===== src/design/stoch_pkg.sv =====
// ----------------------------------------------------------------------------
// stoch_pkg
// Shared widths, constants, hand-off item and state types of the
// stochastic oscillator.
// ----------------------------------------------------------------------------
`timescale 1ns / 1ps
`default_nettype none

package stoch_pkg;

    localparam int PRICE_W   = 24;
    localparam int PCT_W     = 15;
    localparam int PCT_SCALE = 25600;              // 100.0 with 8 fraction bits
    localparam int NUM_W     = PRICE_W + PCT_W;    // (price - low) * 25600
    localparam int QUO_W     = PCT_W;              // quotient never exceeds 25600
    localparam int STEP_W    = $clog2(QUO_W);

    localparam int FIFO_DEPTH = 2;
    localparam int FIFO_PW    = $clog2(FIFO_DEPTH);
    localparam int FIFO_CW    = $clog2(FIFO_DEPTH + 1);

    // Item handed from the window scan to the arithmetic back end.
    typedef struct packed {
        logic [PRICE_W-1:0] price;
        logic [PRICE_W-1:0] lo;
        logic [PRICE_W-1:0] hi;
        logic               full;
    } t_front_item;

    typedef enum logic [1:0] {
        F_IDLE,
        F_SCAN,
        F_PUSH
    } t_front_state;

    typedef enum logic [2:0] {
        B_IDLE,
        B_MUL,
        B_DIV,
        B_AVG,
        B_RCP,
        B_FIN
    } t_back_state;

endpackage

`default_nettype wire


===== src/design/stoch_front.sv =====
// ----------------------------------------------------------------------------
// stoch_front
// Takes price items into a circular window memory and scans the newest
// K_PERIOD samples for their high and low, one memory read per cycle.
// ----------------------------------------------------------------------------
`timescale 1ns / 1ps
`default_nettype none

module stoch_front
    import stoch_pkg::*;
#(
    parameter int K_PERIOD = 14,
    parameter int D_PERIOD = 3
) (
    input  wire logic               i_clk,
    input  wire logic               i_rst_n,
    input  wire logic               i_valid,
    output logic                    o_ready,
    input  wire logic [PRICE_W-1:0] i_price,
    output logic                    o_push,
    input  wire logic               i_full,
    output t_front_item             o_item
);

    localparam int WIN_DEPTH = K_PERIOD + D_PERIOD - 1;
    localparam int AW        = $clog2(K_PERIOD);
    localparam int AGW       = $clog2(K_PERIOD + 1);
    localparam int CW        = $clog2(WIN_DEPTH + 1);

    logic [PRICE_W-1:0] r_mem [K_PERIOD];

    t_front_state       r_state, n_state;
    logic [AW-1:0]      r_wp, n_wp;
    logic [AW-1:0]      r_raddr, n_raddr;
    logic [AGW-1:0]     r_age, n_age;
    logic [CW-1:0]      r_count, n_count;
    logic               r_pend, n_pend;
    logic               r_pend_live, n_pend_live;
    logic [PRICE_W-1:0] r_rdata;
    logic [PRICE_W-1:0] r_newest, n_newest;
    logic [PRICE_W-1:0] r_lo, n_lo;
    logic [PRICE_W-1:0] r_hi, n_hi;

    logic               mem_we;
    logic               rd_en;
    logic [PRICE_W-1:0] scan_val;

    always_ff @(posedge i_clk) begin
        if (!i_rst_n) begin
            r_state     <= F_IDLE;
            r_wp        <= '0;
            r_raddr     <= '0;
            r_age       <= '0;
            r_count     <= '0;
            r_pend      <= 1'b0;
            r_pend_live <= 1'b0;
        end else begin
            r_state     <= n_state;
            r_wp        <= n_wp;
            r_raddr     <= n_raddr;
            r_age       <= n_age;
            r_count     <= n_count;
            r_pend      <= n_pend;
            r_pend_live <= n_pend_live;
        end
    end

    always_ff @(posedge i_clk) begin
        r_newest <= n_newest;
        r_lo     <= n_lo;
        r_hi     <= n_hi;
    end

    // Window memory: one write port, one registered read port.
    always_ff @(posedge i_clk) begin
        if (mem_we) begin
            r_mem[r_wp] <= i_price;
        end
        if (rd_en) begin
            r_rdata <= r_mem[r_raddr];
        end
    end

    // Entries older than the sample count are read as zero; the memory itself is not reset.
    assign scan_val = r_pend_live ? r_rdata : '0;

    always_comb begin
        n_state     = r_state;
        n_wp        = r_wp;
        n_raddr     = r_raddr;
        n_age       = r_age;
        n_count     = r_count;
        n_pend      = r_pend;
        n_pend_live = r_pend_live;
        n_newest    = r_newest;
        n_lo        = r_lo;
        n_hi        = r_hi;
        mem_we      = 1'b0;
        rd_en       = 1'b0;
        o_ready     = 1'b0;
        o_push      = 1'b0;
        case (r_state)
            F_IDLE: begin
                o_ready = 1'b1;
                if (i_valid) begin
                    mem_we   = 1'b1;
                    n_newest = i_price;
                    n_lo     = i_price;
                    n_hi     = i_price;
                    n_count  = (r_count == CW'(WIN_DEPTH)) ? r_count : r_count + CW'(1);
                    n_age    = AGW'(1);
                    n_raddr  = (r_wp == AW'(0)) ? AW'(K_PERIOD - 1) : r_wp - AW'(1);
                    n_wp     = (r_wp == AW'(K_PERIOD - 1)) ? AW'(0) : r_wp + AW'(1);
                    n_pend   = 1'b0;
                    n_state  = F_SCAN;
                end
            end
            F_SCAN: begin
                if (r_age != AGW'(K_PERIOD)) begin
                    rd_en       = 1'b1;
                    n_pend      = 1'b1;
                    n_pend_live = CW'(r_age) < r_count;
                    n_age       = r_age + AGW'(1);
                    n_raddr     = (r_raddr == AW'(0)) ? AW'(K_PERIOD - 1)
                                                      : r_raddr - AW'(1);
                end else begin
                    n_pend = 1'b0;
                end
                if (r_pend) begin
                    if (scan_val < r_lo) begin
                        n_lo = scan_val;
                    end
                    if (scan_val > r_hi) begin
                        n_hi = scan_val;
                    end
                end
                if (r_age == AGW'(K_PERIOD) && !r_pend) begin
                    n_state = F_PUSH;
                end
            end
            F_PUSH: begin
                if (!i_full) begin
                    o_push  = 1'b1;
                    n_state = F_IDLE;
                end
            end
            default: begin
                n_state = F_IDLE;
            end
        endcase
    end

    always_comb begin
        o_item.price = r_newest;
        o_item.lo    = r_lo;
        o_item.hi    = r_hi;
        o_item.full  = (r_count == CW'(WIN_DEPTH));
    end

endmodule

`default_nettype wire


===== src/design/stoch_fifo.sv =====
// ----------------------------------------------------------------------------
// stoch_fifo
// Short queue between the window scan and the arithmetic back end.
// ----------------------------------------------------------------------------
`timescale 1ns / 1ps
`default_nettype none

module stoch_fifo
    import stoch_pkg::*;
(
    input  wire logic         i_clk,
    input  wire logic         i_rst_n,
    input  wire logic         i_push,
    input  wire t_front_item  i_item,
    output logic              o_full,
    input  wire logic         i_pop,
    output logic              o_empty,
    output t_front_item       o_item
);

    t_front_item          r_buf [FIFO_DEPTH];
    logic [FIFO_PW-1:0]   r_wr, n_wr;
    logic [FIFO_PW-1:0]   r_rd, n_rd;
    logic [FIFO_CW-1:0]   r_cnt, n_cnt;
    logic                 do_push;
    logic                 do_pop;

    assign o_full  = (r_cnt == FIFO_CW'(FIFO_DEPTH));
    assign o_empty = (r_cnt == FIFO_CW'(0));
    assign o_item  = r_buf[r_rd];
    assign do_push = i_push && !o_full;
    assign do_pop  = i_pop && !o_empty;

    always_comb begin
        n_wr  = do_push ? r_wr + FIFO_PW'(1) : r_wr;
        n_rd  = do_pop  ? r_rd + FIFO_PW'(1) : r_rd;
        n_cnt = r_cnt;
        if (do_push && !do_pop) begin
            n_cnt = r_cnt + FIFO_CW'(1);
        end else if (do_pop && !do_push) begin
            n_cnt = r_cnt - FIFO_CW'(1);
        end
    end

    always_ff @(posedge i_clk) begin
        if (!i_rst_n) begin
            r_wr  <= '0;
            r_rd  <= '0;
            r_cnt <= '0;
        end else begin
            r_wr  <= n_wr;
            r_rd  <= n_rd;
            r_cnt <= n_cnt;
        end
    end

    always_ff @(posedge i_clk) begin
        if (do_push) begin
            r_buf[r_wr] <= i_item;
        end
    end

endmodule

`default_nettype wire


===== src/design/stoch_back.sv =====
// ----------------------------------------------------------------------------
// stoch_back
// Forms %K with a restoring divider, keeps the %K history, averages it
// into %D by reciprocal multiply, and holds the result in an output register.
// ----------------------------------------------------------------------------
`timescale 1ns / 1ps
`default_nettype none

module stoch_back
    import stoch_pkg::*;
#(
    parameter int D_PERIOD = 3
) (
    input  wire logic             i_clk,
    input  wire logic             i_rst_n,
    input  wire logic             i_empty,
    input  wire t_front_item      i_item,
    output logic                  o_pop,
    output logic                  o_valid,
    input  wire logic             i_ready,
    output logic [PCT_W-1:0]      o_k_percent,
    output logic [PCT_W-1:0]      o_d_percent,
    output logic                  o_flat_window,
    output logic                  o_valid_res
);

    localparam int HD     = (D_PERIOD > 1) ? D_PERIOD - 1 : 1;
    localparam int DSUM_W = PCT_W + $clog2(D_PERIOD);
    localparam int RCP_SH = DSUM_W;
    localparam int RW     = RCP_SH + 1;
    localparam int RECIP  = (1 << RCP_SH) / D_PERIOD;

    t_back_state          r_state, n_state;
    t_front_item          r_item;
    logic [PRICE_W-1:0]   r_rem, n_rem;
    logic [QUO_W-1:0]     r_quo, n_quo;
    logic [PRICE_W-1:0]   r_den, n_den;
    logic                 r_flat, n_flat;
    logic [STEP_W-1:0]    r_step, n_step;
    logic [DSUM_W-1:0]    r_dsum, n_dsum;
    logic [DSUM_W-1:0]    r_q0, n_q0;
    logic [PCT_W-1:0]     r_hist [HD];

    logic                 r_out_valid, n_out_valid;
    logic [PCT_W-1:0]     r_out_k, n_out_k;
    logic [PCT_W-1:0]     r_out_d, n_out_d;
    logic                 r_out_flat, n_out_flat;
    logic                 r_out_full, n_out_full;

    logic                 hist_we;
    logic [PRICE_W-1:0]   diff;
    logic [NUM_W-1:0]     num;
    logic [PRICE_W:0]     trial;
    logic [DSUM_W-1:0]    dsum_c;
    logic [DSUM_W+RW-1:0] rcp_prod;
    logic [DSUM_W-1:0]    qd;
    logic [DSUM_W-1:0]    rem_d;
    logic [DSUM_W-1:0]    dq;

    assign diff     = r_item.price - r_item.lo;
    assign num      = NUM_W'(diff) * NUM_W'(PCT_SCALE);
    assign trial    = {r_rem, r_quo[QUO_W-1]};
    assign rcp_prod = r_dsum * RW'(RECIP);
    assign qd       = r_q0 * DSUM_W'(D_PERIOD);
    assign rem_d    = r_dsum - qd;
    // The reciprocal quotient is low by at most one.
    assign dq       = (rem_d >= DSUM_W'(D_PERIOD)) ? r_q0 + DSUM_W'(1) : r_q0;

    always_comb begin
        dsum_c = DSUM_W'(r_quo);
        for (int i = 0; i < D_PERIOD - 1; i++) begin
            dsum_c = dsum_c + DSUM_W'(r_hist[i]);
        end
    end

    always_comb begin
        n_state     = r_state;
        n_rem       = r_rem;
        n_quo       = r_quo;
        n_den       = r_den;
        n_flat      = r_flat;
        n_step      = r_step;
        n_dsum      = r_dsum;
        n_q0        = r_q0;
        n_out_valid = r_out_valid && !i_ready;
        n_out_k     = r_out_k;
        n_out_d     = r_out_d;
        n_out_flat  = r_out_flat;
        n_out_full  = r_out_full;
        hist_we     = 1'b0;
        o_pop       = 1'b0;
        case (r_state)
            B_IDLE: begin
                if (!i_empty) begin
                    o_pop   = 1'b1;
                    n_state = B_MUL;
                end
            end
            B_MUL: begin
                n_den  = r_item.hi - r_item.lo;
                n_flat = (r_item.hi == r_item.lo);
                n_step = '0;
                if (r_item.hi == r_item.lo) begin
                    n_quo   = '0;
                    n_state = B_AVG;
                end else begin
                    // Quotient fits QUO_W bits, so the top part is below the divisor.
                    n_rem   = num[NUM_W-1:QUO_W];
                    n_quo   = num[QUO_W-1:0];
                    n_state = B_DIV;
                end
            end
            B_DIV: begin
                if (trial >= {1'b0, r_den}) begin
                    n_rem = PRICE_W'(trial - {1'b0, r_den});
                    n_quo = {r_quo[QUO_W-2:0], 1'b1};
                end else begin
                    n_rem = trial[PRICE_W-1:0];
                    n_quo = {r_quo[QUO_W-2:0], 1'b0};
                end
                n_step = r_step + STEP_W'(1);
                if (r_step == STEP_W'(QUO_W - 1)) begin
                    n_state = B_AVG;
                end
            end
            B_AVG: begin
                n_dsum  = dsum_c;
                hist_we = 1'b1;
                n_state = B_RCP;
            end
            B_RCP: begin
                n_q0    = rcp_prod[RCP_SH +: DSUM_W];
                n_state = B_FIN;
            end
            B_FIN: begin
                if (!r_out_valid || i_ready) begin
                    n_out_valid = 1'b1;
                    n_out_k     = r_quo;
                    n_out_d     = dq[PCT_W-1:0];
                    n_out_flat  = r_flat;
                    n_out_full  = r_item.full;
                    n_state     = B_IDLE;
                end
            end
            default: begin
                n_state = B_IDLE;
            end
        endcase
    end

    always_ff @(posedge i_clk) begin
        if (!i_rst_n) begin
            r_state     <= B_IDLE;
            r_step      <= '0;
            r_out_valid <= 1'b0;
        end else begin
            r_state     <= n_state;
            r_step      <= n_step;
            r_out_valid <= n_out_valid;
        end
    end

    always_ff @(posedge i_clk) begin
        if (o_pop) begin
            r_item <= i_item;
        end
        r_rem      <= n_rem;
        r_quo      <= n_quo;
        r_den      <= n_den;
        r_flat     <= n_flat;
        r_dsum     <= n_dsum;
        r_q0       <= n_q0;
        r_out_k    <= n_out_k;
        r_out_d    <= n_out_d;
        r_out_flat <= n_out_flat;
        r_out_full <= n_out_full;
    end

    // %K history, newest in entry 0.
    always_ff @(posedge i_clk) begin
        if (!i_rst_n) begin
            for (int i = 0; i < HD; i++) begin
                r_hist[i] <= '0;
            end
        end else if (hist_we) begin
            for (int i = HD - 1; i > 0; i--) begin
                r_hist[i] <= r_hist[i-1];
            end
            if (D_PERIOD > 1) begin
                r_hist[0] <= r_quo;
            end
        end
    end

    assign o_valid       = r_out_valid;
    assign o_k_percent   = r_out_k;
    assign o_d_percent   = r_out_d;
    assign o_flat_window = r_out_flat;
    assign o_valid_res   = r_out_full;

endmodule

`default_nettype wire


===== src/design/stochastic_oscillator.sv =====
// ----------------------------------------------------------------------------
// stochastic_oscillator
// %K over K_PERIOD price samples and %D over D_PERIOD %K values.
// ----------------------------------------------------------------------------
// Each accepted price item yields exactly one result item: %K and %D in
// unsigned fixed point with 8 fraction bits (25600 = 100%), truncated, a
// flat-window flag (high equals low, %K forced to 0) and valid_res, which
// rises once K_PERIOD + D_PERIOD - 1 samples have arrived. Before that the
// window counts as zeros. The front end keeps the window in a circular
// memory and is bounded by one registered read per older window entry. The
// back end is bounded by its 15-step restoring divider, which a flat window
// skips. A two-entry queue sits between the stages and an output register
// follows the back end; the front end takes a new item only after pushing
// the last one into the queue. No clearing pass after reset.
// ----------------------------------------------------------------------------
`timescale 1ns / 1ps
`default_nettype none

module stochastic_oscillator
    import stoch_pkg::*;
#(
    parameter int K_PERIOD = 14,
    parameter int D_PERIOD = 3
) (
    input  wire logic               i_clk,
    input  wire logic               i_rst_n,
    input  wire logic               i_valid,
    output logic                    o_ready,
    input  wire logic [PRICE_W-1:0] i_price,
    output logic                    o_valid,
    input  wire logic               i_ready,
    output logic [PCT_W-1:0]        o_k_percent,
    output logic [PCT_W-1:0]        o_d_percent,
    output logic                    o_flat_window,
    output logic                    o_valid_res
);

    t_front_item front_item;
    t_front_item queue_item;
    logic        push;
    logic        full;
    logic        pop;
    logic        empty;

    stoch_front #(
        .K_PERIOD (K_PERIOD),
        .D_PERIOD (D_PERIOD)
    ) u_front (
        .i_clk   (i_clk),
        .i_rst_n (i_rst_n),
        .i_valid (i_valid),
        .o_ready (o_ready),
        .i_price (i_price),
        .o_push  (push),
        .i_full  (full),
        .o_item  (front_item)
    );

    stoch_fifo u_fifo (
        .i_clk   (i_clk),
        .i_rst_n (i_rst_n),
        .i_push  (push),
        .i_item  (front_item),
        .o_full  (full),
        .i_pop   (pop),
        .o_empty (empty),
        .o_item  (queue_item)
    );

    stoch_back #(
        .D_PERIOD (D_PERIOD)
    ) u_back (
        .i_clk         (i_clk),
        .i_rst_n       (i_rst_n),
        .i_empty       (empty),
        .i_item        (queue_item),
        .o_pop         (pop),
        .o_valid       (o_valid),
        .i_ready       (i_ready),
        .o_k_percent   (o_k_percent),
        .o_d_percent   (o_d_percent),
        .o_flat_window (o_flat_window),
        .o_valid_res   (o_valid_res)
    );

endmodule

`default_nettype wire


===== config.mk =====
export PLATFORM = sky130hd
export DESIGN_NAME = stochastic_oscillator
export DESIGN_NICKNAME = d
export VERILOG_FILES = /design/src/design/stoch_pkg.sv /design/src/design/stoch_front.sv /design/src/design/stoch_fifo.sv /design/src/design/stoch_back.sv /design/src/design/stochastic_oscillator.sv
export SDC_FILE = /design/constraint.sdc
export NUM_CORES = 2
export LEC_CHECK = 0
export BUFFER_PORTS_ARGS = -buffer_cell sky130_fd_sc_hd__buf_2
export CAP_MARGIN = 20
export CORE_AREA = 2 2 340 342
export CTS_CLUSTER_DIAMETER = 40
export DETAILED_ROUTE_END_ITERATION = 10
export DIE_AREA = 0 0 342 344
export PLACE_DENSITY = 0.67
export SYNTH_ARGS = -nofsm -noshare
export SYNTH_HDL_FRONTEND = slang
export SYNTH_SLANG_ARGS = --single-unit

===== constraint.sdc =====
create_clock -name i_clk -period 6.4 [get_ports i_clk]
set_input_delay 0.32 -clock i_clk [delete_from_list [all_inputs] [get_ports i_clk]]
set_output_delay 0.32 -clock i_clk [all_outputs]
set_load 0.01 [all_outputs]

==> out/results.ini <==
[yosys]
synth_ff_type = edfxtp_1
synth-async-reset-ratio_pct = 0
yosys_register_bits = 843
yosysMostFrequentCell = edfxtp_1
synth_commonest_cells = edfxtp_1 (810), inv_1 (404), ha_1 (384)
synth_nets = 3807
avgSynthCellArea_um2 = 13.8
synth_area_mm2 = 0.0453
synth_top_area_share_pct = 53.7
ys_types = 77
yosys-top-cells-area = edfxtp_1 (54%), ha_1 (11%), fa_1 (5.0%)
synth_top_area_cell = edfxtp_1
seq_area_frac_synth_pct = 55.2
synth_cells = 3281
ys_warn_count = 0
synth-edff-count = 810

[floorplanning]
fp.dieW_um = 342
ios = 62
initial_core_util_pct = 39.8
dieHeight_um = 344
die-area_mm2 = 0.118
core-area_mm2 = 0.114
placementRows = 124

[clock_tree]
path_clk_slew_ps = 60
cts_tree = built
clk_latency_ps = 700
clock_path_buffers = 3
root_buffer = clkbuf_16
cts_sinks = 843
htreeDepth = 3
cts_buffers = 111

[global_route]
first_global_vias = 26300
grtUsageMet3_pct = 2.13
busiest_layer = met2
grt_use_met2_pct = 25.8
gr-total-overflow = 0
grt_pass1_wl_um = 144000
met1_usage_pct = 21.1
grt_start_max_net_pins = 69
grt_usage_pct = 15.5
antenna_found_initial = 0

[setup_path]
cp_common_cell = ha_1
rrSetupSlack_ps = 290
r2r_start = u_back.r_item[25]$_DFFE_PP_
crit_slowest_cell = fa_1
crit_path_start_kind = register
crit_end = u_back.r_rem[23]$_DFFE_PP_
max_stage_delay_ps = 520
cp_data_arrival_time_ps = 6500
crit_buf_inv = 2
path_max_fanout = 4
cp.depth = 25
crit_path_end_kind = register
critPathLaunch = u_back.r_item[25]$_DFFE_PP_
critPathTopFamily = adder cells
required_ps = 6790
r2r-end = u_back.r_rem[23]$_DFFE_PP_
crit_type = reg -> reg
rr_worst_depth = 25

[status]
status = complete, no violations

[route]
post_drt_wl_per_cell_um = 18.0
vias = 25800
dr.pass1.iters = 4
drc = 0
via_per_inst = 5.12
detail_route.iter0.violations = 1613
routed_wl_um = 90400
ant_nets = 0

[hold_path]
hold_path_class = in -> reg
worstHoldStart = i_price[2]

[timing]
min_period_ps = 6110
finalSetupViolations = 0
final_max_slew_viol_count = 0
fin_skew_ps = 40.8
period_share_pct = 95.4
max_freq_ghz = 0.164
max-slew-margin-rel_pct = 31.7
hold_viol = 0
fin_setup_tns_ps = 0
worstMarginPinSlew_ps = 1020
rsz0062_at_grt = yes

[finish]
drive_gt1_share_pct = 15.8
antenna_cells = 0
syn_to_final_growth_pct = 14.0
fin_nets = 3954

[place]
gp_congestion = 0.854
hpwl_um = 61800
io_buffer_count = 61

[flow_run]
drv_cap = 0

area by class of cell:
cell class | count | area (µm²)
Fill cell | 10000 | 62200
Sequential cell | 843 | 25000
Multi-Input combinational cell | 1949 | 18600
Clock buffer | 127 | 2880
Tap cell | 1512 | 1890
Inverter | 406 | 1520
Clock inverter | 82 | 936
Timing Repair Buffer | 117 | 806
layout by cell type, fill, tap and decap left out, drive strengths merged, types with 11 or more instances in the layout:
cell,synthesis,routed
buf,16,100
nor2b,42,42
nor3,38,38
a21oi,145,145
fa,114,114
mux2,122,122
o21a,34,34
and2,50,50
dlygate4sd3,0,17
clkinvlp,0,13
o21ai,90,90
a21boi,13,13
nor2,105,105
mux2i,28,28
a211oi,23,23
dfxtp,33,33
xor2,59,59
xnor2,106,106
ha,384,384
nand3,42,42
and3,52,52
mux4,96,96
a31oi,13,13
nand2,108,108
inv,405,429
or3,13,13
nand2b,27,27
edfxtp,810,810
o211ai,16,16
a21o,66,66
o21bai,15,15
o31ai,12,12
clkinv,1,38
clkbuf,67,127
nand4,26,26
a211o,11,11
repair_timing:
item | 4_1_cts | 5_1_grt
setup buffers | 0 | 1
gates resized for setup | 0 | 5
hold buffers | 17 | 0
setup endpoints to repair | 0 | 8
endpoints found under the hold margin | 201 | 0
worst min-delay path by stage:
stage	to	slack (ps)	depth (start not counted)
global route	u_front.r_mem[0][4]$_DFFE_PP_	10	1
floorplan	u_back.o_flat_window$_DFFE_PP_	400	0
detailed placement	u_back.o_valid_res$_DFFE_PP_	410	0
finish	u_front.r_mem[11][2]$_DFFE_PP_	40	1
global placement	u_back.o_valid_res$_DFFE_PP_	410	0
CTS	u_front.r_mem[4][20]$_DFFE_PP_	0.1	1
routing by layer:
metal  wire length (µm)  vias up
li1                   -    12400
met4               2070        0
met2              43200      444
met5                  0        -
met3               3430      140
met1              41700    12800
state kept, by name (all words and copies together) (netlist names), 4 cells and up:
name and flops:
u_front.r_raddr 4, u_back.o_k_percent 15, u_back.r_q0 16, u_front.r_wp 4
u_back.o_d_percent 15, u_front.r_hi 24, u_back.r_hist 30, u_back.r_item 73
u_front.r_count 5, u_back.r_quo 15, u_back.r_dsum 17, u_front.r_rdata 24
u_front.r_age 4, u_front.r_newest 24, u_back.r_step 4, u_back.r_rem 24
u_fifo.r_buf 146, u_front.r_lo 24, u_back.r_den 24, u_front.r_mem 336
worst register-to-register path: cells and delay by family (launching register included):
kind | cells | cell delay, ps
adder cells (fa/ha/maj) | 6 | 2010
AO/OA/AOI/OAI | 9 | 1810
AND/OR/NAND/NOR | 5 | 1110
flip-flops | 1 | 400
XOR/XNOR | 2 | 310
buffers and inverters | 2 | 90
multiplexers | 1 | 90
stage by stage:
| stage | hold WS (ps) | area, µm² | cells | worst slack (ps) | util (%) |
|---|---|---|---|---|---|
| floorplan | 400 | 45300 | 3281 | 854 | - |
| global placement | 412 | 47600 | 4807 | 228 | 41.8 |
| detailed placement | 411 | 47600 | 4807 | 183 | 41.8 |
| CTS | 0.139 | 51600 | 5033 | 146 | 45.3 |
| global route | 14.6 | 51600 | 5036 | -133 | 45.3 |
| finish | 43.2 | 51600 | 5036 | 293 | 45.3 |
logic make-up (layout without fill, tap and decap cells):
family                   count (synthesis)  after routing  share of synthesized area (%)
multiplexers                           246            246                           8.43
flip-flops                             843            843                           55.2
adder cells (fa/ha/maj)                498            498                           15.7
buffers and inverters                  489            732                           4.07
XOR/XNOR                               165            165                           3.21
AO/OA/AOI/OAI                          492            492                           7.13
AND/OR/NAND/NOR                        548            548                           6.34
Power is not shown: default switching activity piles up to over one toggle a cycle in this logic, so the estimate is an artifact.
